`config.mk`:
```
export PLATFORM = sky130hd
export DESIGN_NAME = fifo_handle_pool_allocator
export DESIGN_NICKNAME = d
export VERILOG_FILES = /design/src/rtl/core/fhpa_pkg.sv /design/src/rtl/core/fhpa_ram.sv /design/src/rtl/core/fhpa_front.sv /design/src/rtl/core/fhpa_back.sv /design/src/rtl/core/fifo_handle_pool_allocator.sv
export SDC_FILE = /design/constraint.sdc
export NUM_CORES = 1
export LEC_CHECK = 0
export ABC_AREA = 1
export BUFFER_PORTS_ARGS = -buffer_cell sky130_fd_sc_hd__buf_2
export CELL_PAD_IN_SITES_DETAIL_PLACEMENT = 1
export CELL_PAD_IN_SITES_GLOBAL_PLACEMENT = 2
export CORE_MARGIN = 1.5
export CORE_UTILIZATION = 40
export CTS_CLUSTER_DIAMETER = 200
export DETAILED_ROUTE_END_ITERATION = 6
export PLACE_DENSITY = 0.88
export SLEW_MARGIN = 10
export SYNTH_ARGS = -nofsm -noshare
export SYNTH_HDL_FRONTEND = slang
export SYNTH_SLANG_ARGS = --single-unit
```
`constraint.sdc`:
```
create_clock -name clk -period 4.2 [get_ports clk]
set_clock_uncertainty 0.15 [all_clocks]
set_input_delay 0.84 -clock clk [delete_from_list [all_inputs] [get_ports clk]]
set_output_delay 0.84 -clock clk [all_outputs]
set_load 0.02 [all_outputs]
```
`src/rtl/core/fhpa_pkg.sv`:
```
// ---------------------------------------------------------------------------
// fhpa_pkg
// types and constants shared by the handle pool allocator
// ---------------------------------------------------------------------------
`timescale 1ns / 1ps
`default_nettype none

package fhpa_pkg;

    localparam int POOL_SIZE   = 64;
    localparam int HANDLE_W    = 6;
    localparam int COUNT_W     = 7;
    localparam int QUEUE_DEPTH = 2;

    typedef enum logic [1:0]
    {
        OP_ALLOC = 2'd0,
        OP_TRY   = 2'd1,
        OP_FREE  = 2'd2
    } op_e;

    typedef enum logic [1:0]
    {
        ST_OK         = 2'd0,
        ST_NONE_FREED = 2'd1,
        ST_EXHAUSTED  = 2'd2,
        ST_INVALID    = 2'd3
    } status_e;

    // operation class after decode in the front end
    typedef enum logic [1:0]
    {
        K_ALLOC = 2'd0,
        K_TRY   = 2'd1,
        K_FREE  = 2'd2,
        K_BAD   = 2'd3
    } kind_e;

    typedef struct packed
    {
        logic [1:0]          operation;
        logic [HANDLE_W-1:0] release_handle;
    } req_t;

    typedef struct packed
    {
        logic [HANDLE_W-1:0] granted_handle;
        logic [1:0]          status;
    } rsp_t;

    typedef struct packed
    {
        kind_e               kind;
        logic [HANDLE_W-1:0] handle;
    } cmd_t;

endpackage

`default_nettype wire

```
`src/rtl/core/fhpa_ram.sv`:
```
// ---------------------------------------------------------------------------
// fhpa_ram
// simple dual-port ram, one write and one registered read port
// ---------------------------------------------------------------------------
`timescale 1ns / 1ps
`default_nettype none

module fhpa_ram #(
    parameter int WIDTH = 8,
    parameter int DEPTH = 64
) (
    input  logic                     clk,
    input  logic                     wr_en,
    input  logic [$clog2(DEPTH)-1:0] wr_addr,
    input  logic [WIDTH-1:0]         wr_data,
    input  logic                     rd_en,
    input  logic [$clog2(DEPTH)-1:0] rd_addr,
    output logic [WIDTH-1:0]         rd_data
);

    logic [WIDTH-1:0] mem [DEPTH];
    logic [WIDTH-1:0] rd_data_reg;

    always_ff @(posedge clk)
    begin
        if (wr_en)
        begin
            mem[wr_addr] <= wr_data;
        end
        if (rd_en)
        begin
            rd_data_reg <= mem[rd_addr];
        end
    end

    assign rd_data = rd_data_reg;

endmodule

`default_nettype wire

```
`src/rtl/core/fhpa_front.sv`:
```
// ---------------------------------------------------------------------------
// fhpa_front
// accepts requests, decodes the operation and queues commands for the back end
// ---------------------------------------------------------------------------
`timescale 1ns / 1ps
`default_nettype none

module fhpa_front (
    input  logic          clk,
    input  logic          rst_n,
    input  logic          req_valid,
    output logic          req_ready,
    input  fhpa_pkg::req_t req,
    output logic          cmd_valid,
    input  logic          cmd_ready,
    output fhpa_pkg::cmd_t cmd
);

    import fhpa_pkg::*;

    localparam int PTR_W = $clog2(QUEUE_DEPTH);

    cmd_t             q_reg [QUEUE_DEPTH];
    logic [PTR_W-1:0] wr_ptr_reg, wr_ptr_next;
    logic [PTR_W-1:0] rd_ptr_reg, rd_ptr_next;
    logic [PTR_W:0]   cnt_reg, cnt_next;
    cmd_t             dec;
    logic             push, pop;

    always_comb
    begin
        dec.handle = req.release_handle;
        case (req.operation)
            OP_ALLOC: dec.kind = K_ALLOC;
            OP_TRY:   dec.kind = K_TRY;
            OP_FREE:  dec.kind = K_FREE;
            default:  dec.kind = K_BAD;
        endcase
    end

    assign req_ready = (cnt_reg != (PTR_W+1)'(QUEUE_DEPTH));
    assign cmd_valid = (cnt_reg != '0);
    assign cmd       = q_reg[rd_ptr_reg];
    assign push      = req_valid && req_ready;
    assign pop       = cmd_valid && cmd_ready;

    always_comb
    begin
        wr_ptr_next = wr_ptr_reg;
        rd_ptr_next = rd_ptr_reg;
        cnt_next    = cnt_reg;
        if (push)
        begin
            wr_ptr_next = (wr_ptr_reg == PTR_W'(QUEUE_DEPTH-1)) ? '0 : wr_ptr_reg + 1'b1;
        end
        if (pop)
        begin
            rd_ptr_next = (rd_ptr_reg == PTR_W'(QUEUE_DEPTH-1)) ? '0 : rd_ptr_reg + 1'b1;
        end
        if (push && !pop)
        begin
            cnt_next = cnt_reg + 1'b1;
        end
        else if (pop && !push)
        begin
            cnt_next = cnt_reg - 1'b1;
        end
    end

    always_ff @(posedge clk or negedge rst_n)
    begin
        if (!rst_n)
        begin
            wr_ptr_reg <= '0;
            rd_ptr_reg <= '0;
            cnt_reg    <= '0;
        end
        else
        begin
            wr_ptr_reg <= wr_ptr_next;
            rd_ptr_reg <= rd_ptr_next;
            cnt_reg    <= cnt_next;
        end
    end

    always_ff @(posedge clk)
    begin
        if (push)
        begin
            q_reg[wr_ptr_reg] <= dec;
        end
    end

endmodule

`default_nettype wire

```
`src/rtl/core/fhpa_back.sv`:
```
// ---------------------------------------------------------------------------
// fhpa_back
// executes pool commands: freed-handle fifo, fresh counter, allocated bitmap
// ---------------------------------------------------------------------------
`timescale 1ns / 1ps
`default_nettype none

module fhpa_back (
    input  logic           clk,
    input  logic           rst_n,
    input  logic           cmd_valid,
    output logic           cmd_ready,
    input  fhpa_pkg::cmd_t cmd,
    output logic           rsp_valid,
    input  logic           rsp_ready,
    output fhpa_pkg::rsp_t rsp
);

    import fhpa_pkg::*;

    typedef enum logic [1:0]
    {
        S_EXEC = 2'b01,
        S_READ = 2'b10
    } state_t;

    state_t                state_reg, state_next;
    logic [HANDLE_W-1:0]   head_reg, head_next;
    logic [HANDLE_W-1:0]   tail_reg, tail_next;
    logic [COUNT_W-1:0]    count_reg, count_next;
    logic [COUNT_W-1:0]    fresh_reg, fresh_next;
    logic [POOL_SIZE-1:0]  map_reg, map_next;
    logic                  rsp_valid_reg, rsp_valid_next;
    rsp_t                  rsp_reg, rsp_next;

    logic                  out_free, cmd_fire, load;
    logic                  ram_wr_en, ram_rd_en;
    logic [HANDLE_W-1:0]   ram_rd_data;

    assign out_free  = !rsp_valid_reg || rsp_ready;
    assign cmd_ready = (state_reg == S_EXEC) && out_free;
    assign cmd_fire  = cmd_valid && cmd_ready;

    always_comb
    begin
        state_next = state_reg;
        head_next  = head_reg;
        tail_next  = tail_reg;
        count_next = count_reg;
        fresh_next = fresh_reg;
        map_next   = map_reg;
        rsp_next   = rsp_reg;
        load       = 1'b0;
        ram_wr_en  = 1'b0;
        ram_rd_en  = 1'b0;

        case (state_reg)
            S_EXEC:
            begin
                if (cmd_fire)
                begin
                    case (cmd.kind)
                        K_ALLOC, K_TRY:
                        begin
                            if (count_reg != '0)
                            begin
                                // oldest freed handle comes back from the ram next cycle
                                ram_rd_en  = 1'b1;
                                state_next = S_READ;
                            end
                            else if (cmd.kind == K_ALLOC && fresh_reg < COUNT_W'(POOL_SIZE))
                            begin
                                load                    = 1'b1;
                                rsp_next.granted_handle = fresh_reg[HANDLE_W-1:0];
                                rsp_next.status         = ST_OK;
                                map_next[fresh_reg[HANDLE_W-1:0]] = 1'b1;
                                fresh_next              = fresh_reg + 1'b1;
                            end
                            else
                            begin
                                load                    = 1'b1;
                                rsp_next.granted_handle = '0;
                                rsp_next.status = (cmd.kind == K_ALLOC) ? ST_EXHAUSTED
                                                                        : ST_NONE_FREED;
                            end
                        end
                        K_FREE:
                        begin
                            load                    = 1'b1;
                            rsp_next.granted_handle = '0;
                            if (map_reg[cmd.handle] && count_reg < COUNT_W'(POOL_SIZE))
                            begin
                                rsp_next.status       = ST_OK;
                                ram_wr_en             = 1'b1;
                                map_next[cmd.handle]  = 1'b0;
                                count_next            = count_reg + 1'b1;
                                tail_next = (tail_reg == HANDLE_W'(POOL_SIZE-1)) ? '0
                                                                                : tail_reg + 1'b1;
                            end
                            else
                            begin
                                rsp_next.status = ST_INVALID;
                            end
                        end
                        default:
                        begin
                            load                    = 1'b1;
                            rsp_next.granted_handle = '0;
                            rsp_next.status         = ST_INVALID;
                        end
                    endcase
                end
            end
            S_READ:
            begin
                if (out_free)
                begin
                    load                    = 1'b1;
                    rsp_next.granted_handle = ram_rd_data;
                    rsp_next.status         = ST_OK;
                    map_next[ram_rd_data]   = 1'b1;
                    count_next              = count_reg - 1'b1;
                    head_next  = (head_reg == HANDLE_W'(POOL_SIZE-1)) ? '0 : head_reg + 1'b1;
                    state_next = S_EXEC;
                end
            end
            default:
            begin
                state_next = S_EXEC;
            end
        endcase
    end

    always_comb
    begin
        rsp_valid_next = rsp_valid_reg;
        if (load)
        begin
            rsp_valid_next = 1'b1;
        end
        else if (rsp_ready)
        begin
            rsp_valid_next = 1'b0;
        end
    end

    always_ff @(posedge clk or negedge rst_n)
    begin
        if (!rst_n)
        begin
            state_reg     <= S_EXEC;
            head_reg      <= '0;
            tail_reg      <= '0;
            count_reg     <= '0;
            fresh_reg     <= '0;
            map_reg       <= '0;
            rsp_valid_reg <= 1'b0;
        end
        else
        begin
            state_reg     <= state_next;
            head_reg      <= head_next;
            tail_reg      <= tail_next;
            count_reg     <= count_next;
            fresh_reg     <= fresh_next;
            map_reg       <= map_next;
            rsp_valid_reg <= rsp_valid_next;
        end
    end

    always_ff @(posedge clk)
    begin
        rsp_reg <= rsp_next;
    end

    fhpa_ram #(
        .WIDTH (HANDLE_W),
        .DEPTH (POOL_SIZE)
    ) u_free_fifo (
        .clk     (clk),
        .wr_en   (ram_wr_en),
        .wr_addr (tail_reg),
        .wr_data (cmd.handle),
        .rd_en   (ram_rd_en),
        .rd_addr (head_reg),
        .rd_data (ram_rd_data)
    );

    assign rsp_valid = rsp_valid_reg;
    assign rsp       = rsp_reg;

endmodule

`default_nettype wire

```
`src/rtl/core/fifo_handle_pool_allocator.sv`:
```
// ---------------------------------------------------------------------------
// fifo_handle_pool_allocator
// pool of 64 numbered handles with a freed-handle fifo and allocated bitmap
// ---------------------------------------------------------------------------
// usage
//   req channel: operation (allocate, try-allocate, deallocate) and the
//   handle to release; rsp channel: granted handle and status, one rsp per
//   request, in request order. both channels are valid/ready.
//   a request is first queued in a two-entry command queue, then executed.
//   response: rsp_valid is registered; deallocate, fresh allocate and every
//   refused request answer from the execute state, a freed-fifo pop passes
//   a read state first (registered ram read port). throughput: one request
//   per cycle when rsp is not stalled, none while a freed-fifo pop is read.
//   reset: head, tail, counters and the 64-bit allocated bitmap clear at
//   once; the freed-fifo ram is not cleared, it is only read after a write,
//   so the block takes requests right after reset.
//   stall: the rsp register holds while rsp_ready is low; the command queue
//   keeps taking requests until it fills, then req_ready drops.
// ---------------------------------------------------------------------------
`timescale 1ns / 1ps
`default_nettype none

module fifo_handle_pool_allocator (
    input  logic           clk,
    input  logic           rst_n,
    input  logic           req_valid,
    output logic           req_ready,
    input  fhpa_pkg::req_t req,
    output logic           rsp_valid,
    input  logic           rsp_ready,
    output fhpa_pkg::rsp_t rsp
);

    import fhpa_pkg::*;

    logic cmd_valid, cmd_ready;
    cmd_t cmd;

    fhpa_front u_front (
        .clk       (clk),
        .rst_n     (rst_n),
        .req_valid (req_valid),
        .req_ready (req_ready),
        .req       (req),
        .cmd_valid (cmd_valid),
        .cmd_ready (cmd_ready),
        .cmd       (cmd)
    );

    fhpa_back u_back (
        .clk       (clk),
        .rst_n     (rst_n),
        .cmd_valid (cmd_valid),
        .cmd_ready (cmd_ready),
        .cmd       (cmd),
        .rsp_valid (rsp_valid),
        .rsp_ready (rsp_ready),
        .rsp       (rsp)
    );

endmodule

`default_nettype wire

```
=== Yosys cells after proc, flatten, opt, wreduce, memory -nomap -nowiden ===
Memory sizes are Yosys's and may differ from the RTL's. A register that Yosys moved wholly into a read port is not among the register bits.
Index checks and enable logic that the tools add are counted.

* Word-level logic and storage cells: 143
* Memories: 2
* Register bits: 105
* Memory bits (writable): 400

{| class="wikitable"
|+ Memory list
! name !! words !! bits a word !! rd ports !! clocked after memory_dff !! wr ports !! RTL line !! source
|-
| u_back.u_free_fifo.mem || 64 || 6 || 1 || 1 || 1 || fhpa_ram.sv:21 || <nowiki>logic [WIDTH-1:0] mem [DEPTH];</nowiki>
|-
| u_front.q_reg || 2 || 8 || 1 || 0 || 1 || fhpa_front.sv:23 || <nowiki>cmd_t q_reg [QUEUE_DEPTH];</nowiki>
|}

* $add $sub $neg: 9
* Reduce and logical (&&, ||, !) cells: 29
* Equal/unequal tests: 19
* Muxes and demuxes: 59
* Bitwise operators: 5
* $lt $le $gt $ge: 8

{| class="wikitable"
|+ Operators by type and width
! cell !! count
|-
| 2-to-1 mux 64 bit || 5
|-
| case mux 64 bit (2 select lines) || 2
|-
| bitwise OR 64 bit || 2
|-
| AND 64 bit || 1
|-
| NOT 64 bit || 1
|-
| 2-to-1 mux 8 bit || 4
|-
| case mux 8 bit (2 select lines) || 2
|-
| 2-to-1 mux 7 bit || 4
|-
| 2-to-1 mux 1 bit || 24
|-
| less-than comparator 6 x 7 -> 1 bit, second input constant || 3
|-
| demux 1 bit (select 6 bit) || 3
|-
| greater-or-equal comparator 6 x 1 -> 1 bit, second input constant || 3
|-
| 2-to-1 mux 2 bit || 8
|-
| adder 7 x 1 -> 7 bit, second input constant || 2
|-
| less-than comparator 7 bit, second input constant || 2
|-
| case mux 7 bit (2 select lines) || 1
|-
| adder 6 x 1 -> 6 bit, second input constant || 2
|-
| == test 6 bit, second input constant || 2
|-
| 2-to-1 mux 6 bit || 2
|-
| != test 2 bit, second input constant || 6
|-
| != test 3 bit, second input constant || 4
|-
| AND reduction 4 bit || 3
|-
| logical AND 1 bit || 10
|-
| AND reduction 5 bit || 2
|-
| other kinds (20) || 31
|}

=== Logic depth before layout (Yosys ltp) ===
Gate-level depths: netlist of the first run.
An unclocked memory read counts as a cell.

* Depth in word-level cells: 11
* Depth in mapped cells: 20
* Gate-level depth less buffers: 18

=== By module ===
Synthesis of the first run repeated with hierarchy kept, for this count alone.

* Cells, all modules: 2579
* Area total of the unflattened synthesis: 24713.7 um^2

{| class="wikitable"
|+ Modules (own cells, without submodules)
! module !! instances !! area each (um^2) !! cells an instance
|-
| fhpa_ram || 1 || 15990.3 || 1376
|-
| fhpa_back || 1 || 7888.8 || 1131
|-
| fhpa_front || 1 || 834.6 || 72
|}

=== Worst setup path after synthesis of the first run ===
No wires, ideal clock.

* Kind: register to register
* Start: register u_front.rd_ptr_reg
* End: memory u_back.u_free_fifo.mem[63][0] (netlist bit), enable pin
* Library setup time: 0.377 ns
* Setup slack: 0.431 ns
* Required time: 3.673 ns
* Path buffers: 1
* Arrival time: 3.242 ns
* Cell stages (with the launch flop): 13
* Period minus slack after synthesis: 3.769 ns
* Path through: dfrtp_1 > buf_4 > o21ai_2 > inv_1 > nand2_1 > nor2_1 > o21ai_1 > nand3_1 > nor2_1 > nand3_2 > nor2_8 > nand2_2 > nor3_1

{| class="wikitable"
|+ RTL lines
! item !! RTL line !! source
|-
| start: declaration || fhpa_front.sv:25 || <nowiki>logic [PTR_W-1:0] rd_ptr_reg, rd_ptr_next;</nowiki>
|-
| start signal: assignment || fhpa_front.sv:81 || <nowiki>rd_ptr_reg <= rd_ptr_next;</nowiki>
|-
| end: declaration || fhpa_ram.sv:21 ||
|}

=== Final worst setup path of the first run ===
* Start: register u_front.rd_ptr_reg
* End: memory u_back.u_free_fifo.mem[12][5] (netlist bit), enable pin

* Cells in the longest elaborated chain, start to end: 10
* Elaborated cells on any way between the ends: 11
* Those cells by class: 1 x eq/ne; 8 x mux; 1 x reduce/logical; 1 x memory

{| class="wikitable"
|+ Ends and longest elaborated chain
! item !! RTL line !! source
|-
| memory read (2 x 8 bit) * || n/a ||
|-
| binary-select mux 1 bit (select 6 bit) || fhpa_back.sv:91 || <nowiki>if (map_reg[cmd.handle] && count_reg < COUNT_W'(POOL_SIZE))</nowiki>
|-
| 2-to-1 mux 1 bit (not written as such) || fhpa_back.sv:91 ||
|-
| logical AND 1 bit || fhpa_back.sv:91 ||
|-
| 2-to-1 mux 1 bit || fhpa_back.sv:91 ||
|-
| 2-to-1 mux 1 bit * || fhpa_back.sv:62 || <nowiki>case (cmd.kind)</nowiki>
|-
| 2-to-1 mux 1 bit * || fhpa_back.sv:60 || <nowiki>if (cmd_fire)</nowiki>
|-
| 2-to-1 mux 1 bit * || fhpa_back.sv:57 || <nowiki>case (state_reg)</nowiki>
|-
| 2-to-1 mux 1 bit * || fhpa_ram.sv:26 || <nowiki>if (wr_en)</nowiki>
|-
| 2-to-1 mux 1 bit (not written as such) * || fhpa_ram.sv:28 || <nowiki>mem[wr_addr] <= wr_data;</nowiki>
|}

Mark *: on every way between the ends. The rest lies on a longest branch, timed or not. The select of a mux whose other input is x is not followed.

==> results list, run 1 <==
- RSZ-0062 raised after global routing: true
- Post-layout utilization of the core: 0.4540
- Routed wire per std cell: 24.46 um
- Final HPWL DP: 49010 um
- Routability-driven placement finished with a final weighted congestion of 0.8946.
* Required time of the worst setup path: approximately 4.3 ns
* Area Growth Syn to Fin: 11.75%
- CP max FO: 28
* Post-layout nets: roughly 2400
- Setup violation total in the final timing report: 0
* DP Area: roughly 24000 sq um
- After detailed placement, the design holds a cell count of a little over 3000.
- The tree is rooted in a sky130_fd_sc_hd__clkbuf_16.
- Critical path launch point: u_front.rd_ptr_reg
* Post-synth ARST share: 0.1898
- Clock Sinks: just over 500
- Across all setup checks in the final design, the least slack found is 0.007484 ns.
- Synth unique cells: between 40 and 50
- Post-Place Worst Slack: 0.2247 ns
* Headroom to the max-slew limit: 0.2018
- The total count of hold-check failures in the final report was 0.
* Number of I/O port buffers: 21
- Counting flops with a built-in enable in the synthesized netlist gives slightly above 400.
- The share of the Yosys chip area taken by registers is 0.6316.
- Critical register-to-register path startpoint: u_front.rd_ptr_reg
- Dividing the detail-routed via count by the number of cells gives 5.803.
- After floorplanning, the core was sized to cover roughly 58000 sq um.
* TritonCTS Buffers: 54
* Ratio of total power to cell area: about 760 nW/um^2
- Clock-pin slew was measured on the worst setup and hold paths at 0.06 ns.
* Count of yosys warnings during synthesis: 0
- The flow ran to the end, and the final reports show no timing, DRC or antenna violations.
- The floorplan step defined a die boundary enclosing ~60000 sq um.
* Starting DRC count in detailed routing: between 1000 and 1500
- Worst-case reg-to-reg path depth: 16
- Transition time at the pin with the least slew margin: around 1.2 ns
- Max H-tree Level: 2
- Fraction of layout cells with a size suffix above 1: 0.07664
* Clk Latency, worst-skew pair: approximately 0.63 ns
- Number of remaining DRC errors: 0
* Number of antenna violations at the first check in global routing: 0
- The detailed router placed 18449 vias in this run.
- For this run, the leading register cell type out of synthesis is sky130_fd_sc_hd__edfxtp_1.
- Static timing analysis puts the maximum clock frequency at around 240 MHz.
* Maximum number of pins on one net before global-route repair: 193
- Final global-route overflow total: 0
* Number of max-cap violations: 0
- IO Pins: 22
- In this run the deepest clock path goes through 3 buffers.
- Counting I/O delays and the setup requirement, the final critical path takes approximately 4.2 ns.
* Non-Filler Instances: about 3200
* Vias in the first global route: a little under 20000
- Synthesis produced a netlist with a net count of ~2400.
- Number of detailed-route iterations in the first pass: 5
* Syn avg cell area: a little under 10 sq um
- After synthesis the netlist holds a flip-flop and latch count of a little over 500.
- Buffers added to address setup during post-CTS repair amount to 0.
- Tightest Hold Check Type: input port to asynchronous set/reset pin
- Non-Filler Cell Area, Final: around 26000 sq um
- STA classifies the critical path endpoint as a register.
* CTS tree: done
- Leakage dissipation: between 0.009 and 0.01 uW
- Measured along the y axis, the die boundary spans 245.5 um.
* First-pass GRT wire length: between 100000 and 150000 um
- Once detail routing completed, the nets flagged for antenna violations numbered 0.
- Die Width: ~250 um
- Row count: slightly below 90
- The mapped netlist covers roughly 24000 sq um.
* Peak ir drop on the vdd network: slightly above 0.9 mV
- The number of pins with negative max-slew slack in the final report was 0.
* Final clock period utilization by the worst path: 0.9982
- The register with the most flip-flops in the layout has 384 of them.
- STA classifies the critical path startpoint as a register.
* CP arrival: around 4.3 ns
- Global-route usage over all layers: 0.2593
* Total power: between 20000 and 25000 uW
- Kind of critical path: register to register
* Wire length after detailed routing: just under 80000 um
* Initial Util: 0.4063
* Post-Synthesis Cells: 2384
- # diodes: 0
## kinds of logic after synthesis
| family | Yosys count | synth area share |
|---|---|---|
| AO/OA/AOI/OAI | 550 | 0.1300 |
| XOR/XNOR | 18 | 0.006700 |
| adder cells (fa/ha/maj) | 12 | 0.006700 |
| buffers and inverters | 259 | 0.04366 |
| flip-flops | 511 | 0.6316 |
| AND/OR/NAND/NOR | 1034 | 0.1814 |
## timing repair
action,in CTS,in global routing
gates resized for setup,0,10
setup endpoints to repair,0,74
hold buffers,0,0
## Yosys cell counts, drive strengths merged, types with 21 or more instances
cell,number,share of area
buf,26,0.0065
a21oi,21,0.0045
nand3,165,0.036
o21ai,392,0.084
inv,133,0.021
nor2,330,0.054
clkbuf,98,0.016
edfxtp,414,0.53
dfrtp,96,0.10
o221ai,30,0.011
o22ai,76,0.020
nand2,494,0.081
## per-stage QoR
stage	hold WS, ns	setup TNS [ns]
finish	0.1484	0
global route	0.1928	-3.480
CTS	0.1627	0
detailed placement	0.3194	0
global placement	0.3104	0
floorplan	0.2958	0
## where the power goes
part | leakage [uW] | total [uW] | switching (uW) | internal (uW)
Combinational | 0.00375 | 8040 | 6160 | 1890
Sequential | 0.00501 | 7010 | 451 | 6560
Clock | 0.000894 | 5010 | 2140 | 2860
Total | 0.00965 | 20100 | 8750 | 11300
## worst max-delay path: stages, from the launching register on
cell and delay [ns]:
sky130_fd_sc_hd__dfrtp_1 0.45, sky130_fd_sc_hd__inv_2 0.19, sky130_fd_sc_hd__nand2_4 0.10, sky130_fd_sc_hd__nand2_4 0.27, sky130_fd_sc_hd__buf_4 0.27, sky130_fd_sc_hd__o21ai_1 0.09
sky130_fd_sc_hd__nand2_1 0.08, sky130_fd_sc_hd__nand2_1 0.07, sky130_fd_sc_hd__nand2_1 0.06, sky130_fd_sc_hd__nand2_1 0.06, sky130_fd_sc_hd__nand2_1 0.06, sky130_fd_sc_hd__nand2_1 0.06
sky130_fd_sc_hd__nor2_2 0.15, sky130_fd_sc_hd__nand3_2 0.23, sky130_fd_sc_hd__nor2_8 0.31, sky130_fd_sc_hd__nand2_1 0.58, sky130_fd_sc_hd__nor2_1 0.62
## placed cells by master (no fill, tap or decap), types with 3 or more instances in the layout
cell,synthesis,final
sky130_fd_sc_hd__nand2_1,484,482
sky130_fd_sc_hd__edfxtp_1,414,414
sky130_fd_sc_hd__o21ai_0,377,377
sky130_fd_sc_hd__nor2_1,326,316
sky130_fd_sc_hd__nand3_1,163,163
sky130_fd_sc_hd__inv_1,129,127
sky130_fd_sc_hd__dfrtp_1,96,94
sky130_fd_sc_hd__o22ai_1,76,76
sky130_fd_sc_hd__clkbuf_16,0,55
sky130_fd_sc_hd__o221ai_1,30,30
sky130_fd_sc_hd__buf_4,7,28
sky130_fd_sc_hd__a21oi_1,21,20
sky130_fd_sc_hd__nor3_1,20,20
sky130_fd_sc_hd__buf_2,17,20
sky130_fd_sc_hd__xor2_1,17,17
sky130_fd_sc_hd__o211ai_1,15,15
sky130_fd_sc_hd__nand4_1,15,15
sky130_fd_sc_hd__clkinv_1,2,13
sky130_fd_sc_hd__nor2_2,2,12
sky130_fd_sc_hd__o21ai_1,11,11
sky130_fd_sc_hd__ha_1,11,10
sky130_fd_sc_hd__nand2_2,7,9
sky130_fd_sc_hd__clkinv_2,0,9
sky130_fd_sc_hd__bufinv_16,0,7
sky130_fd_sc_hd__a31oi_1,6,6
sky130_fd_sc_hd__inv_2,4,5
sky130_fd_sc_hd__clkinv_4,0,5
sky130_fd_sc_hd__clkinvlp_4,0,5
sky130_fd_sc_hd__clkbuf_1,98,5
sky130_fd_sc_hd__nor4_1,4,4
sky130_fd_sc_hd__buf_12,0,4
sky130_fd_sc_hd__nand2_4,3,3
sky130_fd_sc_hd__o31ai_1,3,3
## layer usage
layer / track usage / routed length, um / vias to the layer above
li1: - / - / 8340
met5: 0 / 0 / -
met4: 0.1171 / 3293 / 0
met2: 0.4385 / 38260 / 624
met3: 0.03361 / 4202 / 174
met1: 0.3318 / 32000 / 9311
## worst paths after layout
path                                                 endpoint  slack [ns]
max in group asynchronous                  u_back.map_reg[18]        2.88
worst max register to register  u_back.u_free_fifo.mem[12][5]       0.007
worst min register to register              u_back.map_reg[7]        0.33
worst max-delay path            u_back.u_free_fifo.mem[12][5]       0.007
worst min-delay path                       u_back.head_reg[2]        0.15
min in group clk                          u_front.q_reg[1][7]        0.27
## final cells by class
cell class                 instances  area (sq um)
clock inverter                    42         466.7
sequential                       511         14870
multi-input combinational       1614          7709
timing repair buffer              52         390.4
fill                            6484         31620
inverter                         135         509.2
tap                              765         957.2
clock buffer                      60          1395
(Power assumes the default switching activity.)
==> run 2, diff against run 1 <==
--- a/config.mk
+++ b/config.mk
@@ -14,6 +14,7 @@
 export CTS_CLUSTER_DIAMETER = 200
 export DETAILED_ROUTE_END_ITERATION = 6
 export PLACE_DENSITY = 0.88
+export SETUP_SLACK_MARGIN = 0.4
 export SLEW_MARGIN = 10
 export SYNTH_ARGS = -nofsm -noshare
 export SYNTH_HDL_FRONTEND = slang
==> run 2 against run 1 <==
Net effect: critical path depth grew 1; cell area grew 1.3%; first-iteration DRC count grew 1.3%; power grew 0.68%; clock-buffer cell count is the same; highest routed layer unchanged.
==> results list, run 2 (synthesis results as in run 1) <==
* Fraction of layout cells with a size suffix above 1: 0.1018
- IR analysis of the VDD net gives a maximum drop of 0.9230 mV.
- At the end of the flow, the number of nets in the layout was ~2400.
- Once detail routing completed, the nets flagged for antenna violations numbered 0.
- Setup violations remaining at the end of the flow were counted as 0.
* Maximum operating frequency: ~270 MHz
* DP Area: 24410 sq um
- Required time of the worst setup path: 4.33 ns
- Most common cell after layout, fill and taps aside: sky130_fd_sc_hd__nand2_1
- Power spread over the standard cell area amounts to ~760 nW/um^2.
* CTS tree: done
* Final TNS setup: 0 ns
* Flip-flop count of the largest register, all copies and words added: about 380
* Die Width: roughly 250 um
- In this run the worst hold path is classified as input port to asynchronous set/reset pin.
* Footprint of the flip-flops and latches: between 10000 and 15000 sq um
- Final clock period utilization by the worst path: 0.8961
* Net Sw Power: slightly below 9000 uW
- Vias in the first global route: ~19000
- Switching power as a share of total power: 0.4382
- Final global-route overflow total: 0
- In this run the tightest slew margin relative to its limit is 0.2113.
- The first global-routing pass estimated roughly 120000 um of wire.
* CP arrival: 3.90 ns
* Max H-tree Level: 2
- Critical register-to-register path startpoint: u_front.rd_ptr_reg
- Once layout is done, the placed cells without fillers occupy 26630 sq um.
- The library cells used most frequently in the layout, excluding fill and tap cells, are sky130_fd_sc_hd__nand2_1 (478), sky130_fd_sc_hd__edfxtp_1 (414), sky130_fd_sc_hd__o21ai_0 (377).
- Number of remaining DRC errors: 0
* DR vias: 18453
* Worst reg2reg endpoint: u_back.u_free_fifo.mem[3][3]
* Number of I/O port buffers: 21
* Worst-case reg-to-reg path depth: 17
- Area occupied by multi-input gates: approximately 8000 sq um
* Area Growth Syn to Fin: 13.18%
- Following the worst setup path forward leads to its endpoint at u_back.u_free_fifo.mem[3][3].
* TritonCTS Buffers: 54
- The repair_antennas step left the layout with diodes totalling 0.
* RSZ-0062 raised after global routing: true
* Category of the worst setup path launch point: register
- Maximum number of pins on one net before global-route repair: 193
- The worst setup path is captured at a register.
* Number of hold violations in the final report: 0
- Minimum period implied by the final worst setup slack: between 3 and 4 ns
* Number of detailed-route iterations in the first pass: 5
- After detailed routing, the average wire length per cell comes to roughly 24 um.
* Core outline area: around 58000 sq um
* Number of placed instances, taps included: a little over 3000
* Area of the die: approximately 60000 sq um
- Across every metal layer, demand over resource in global routing totals 0.2593.
* Clk root buf: sky130_fd_sc_hd__clkbuf_16
* Number of max-cap violations: 0
* Final number of max-transition violations: 0
- Fill cell total of the finished layout: approximately 6500
- Non-Filler Instances: around 3200
* Kind of critical path: register to register
* Final HPWL DP: 49010 um
- The floorplan step set the die height to 245.5 um.
- Tracing the worst setup path back leads to its startpoint at u_front.rd_ptr_reg.
- The number of antenna violations at the first check in global routing was 0.
- Of the total power, combinational logic draws 0.405.
* Internal cell power: ~11000 uW
- The run finished with clean final reports.
* Setup slack, reg-to-reg: between 0.4 and 0.5 ns
* Clock slew seen by the registers of the worst setup and hold paths: 0.07 ns
- Wires add up to slightly below 80000 um.
* Row count: 88
- Clk Latency, worst-skew pair: approximately 0.63 ns
- Routability Congestion: ~0.89
- After the first detailed-routing iteration, the DRC count stood at roughly 1500.
- For this configuration, the core starts out at a cell density of 0.4063.
* Clock Sinks: 511
- Sequential group share of total power: 0.347
- Fraction of power consumed by the clock network: 0.248
* Leakage dissipation: between 0.009 and 0.01 uW
* CP max FO: 28
- The clock passes through at most 3 buffers.
- DR vias/cell: approximately 5.8
- At the pin with the least slew margin, the transition time is around 1.2 ns.
- 22 I/O pins were placed.
==> run 2: how the worst min path moves through the flow <==
stage / endpoint / slack (ns) / cells after the start
5_1_grt: u_back.map_reg[53] / 0.19 / 1
4_1_cts: u_back.map_reg[53] / 0.16 / 1
3_3_place_gp: u_front.cnt_reg[0] / 0.31 / 1
6_report: u_back.map_reg[53] / 0.15 / 1
2_1_floorplan: u_front.cnt_reg[0] / 0.30 / 1
3_5_place_dp: u_back.map_reg[49] / 0.32 / 2
==> run 2: area by class of cell <==
type	count	share of cell area
clock buffers	60	0.05239
clock inverters	42	0.01753
multi-input cells	1614	0.3003
flip-flops and latches	511	0.5582
inverters	135	0.01912
well taps	765	0.03594
repair buffers	55	0.01645
==> run 2: power by group through the flow <==
stage,registers (uW),clock network [uW],logic [uW]
after floorplan,6950,0,4930
after global placement,7080,0,7750
after detailed placement,7090,0,7920
after CTS,7000,5070,8020
after global routing,7060,5220,8870
final,7020,5000,8180
==> run 2: timing repair <==
item | CTS | global route
pin swaps | 0 | 1
setup endpoints to repair | 234 | 376
hold buffers | 0 | 0
setup buffers | 0 | 3
gates resized for setup | 21 | 74
==> run 2: through the flow <==
step	utilization	worst slack, ns	power [uW]	hold slack (ns)
4_1_cts	0.4545	0.2112	20090	0.1627
5_1_grt	0.4598	0.3148	21160	0.1931
3_5_place_dp	0.4214	0.2247	15020	0.3194
3_3_place_gp	0.4214	0.3749	14830	0.3104
2_1_floorplan	-	0.4312	11880	0.2958
6_report	0.4598	0.4365	20200	0.1547
==> run 2: metal layers <==
layer | vias to the layer above | GRT usage | share of wire
met5 | - | 0 | 0
li1 | 8346 | - | -
met1 | 9342 | 0.3316 | 0.42
met3 | 168 | 0.03296 | 0.050
met2 | 597 | 0.4388 | 0.49
met4 | 0 | 0.1182 | 0.041
==> run 2: critical path, cell delays in order, from the launching register on <==
cell                      delay [ns]
sky130_fd_sc_hd__dfrtp_1        0.45
sky130_fd_sc_hd__inv_2          0.19
sky130_fd_sc_hd__nand2_4        0.10
sky130_fd_sc_hd__nand2_4        0.27
sky130_fd_sc_hd__buf_4          0.27
sky130_fd_sc_hd__o21ai_1        0.10
sky130_fd_sc_hd__nand2_1        0.08
sky130_fd_sc_hd__nand2_1        0.07
sky130_fd_sc_hd__nand2_1        0.06
sky130_fd_sc_hd__nand2_1        0.06
sky130_fd_sc_hd__nand2_1        0.06
sky130_fd_sc_hd__nand2_1        0.06
sky130_fd_sc_hd__nor2_2         0.15
sky130_fd_sc_hd__nand3_2        0.22
sky130_fd_sc_hd__nor2_8         0.21
sky130_fd_sc_hd__buf_12         0.15
sky130_fd_sc_hd__nand2_2        0.32
sky130_fd_sc_hd__nor2_2         0.43
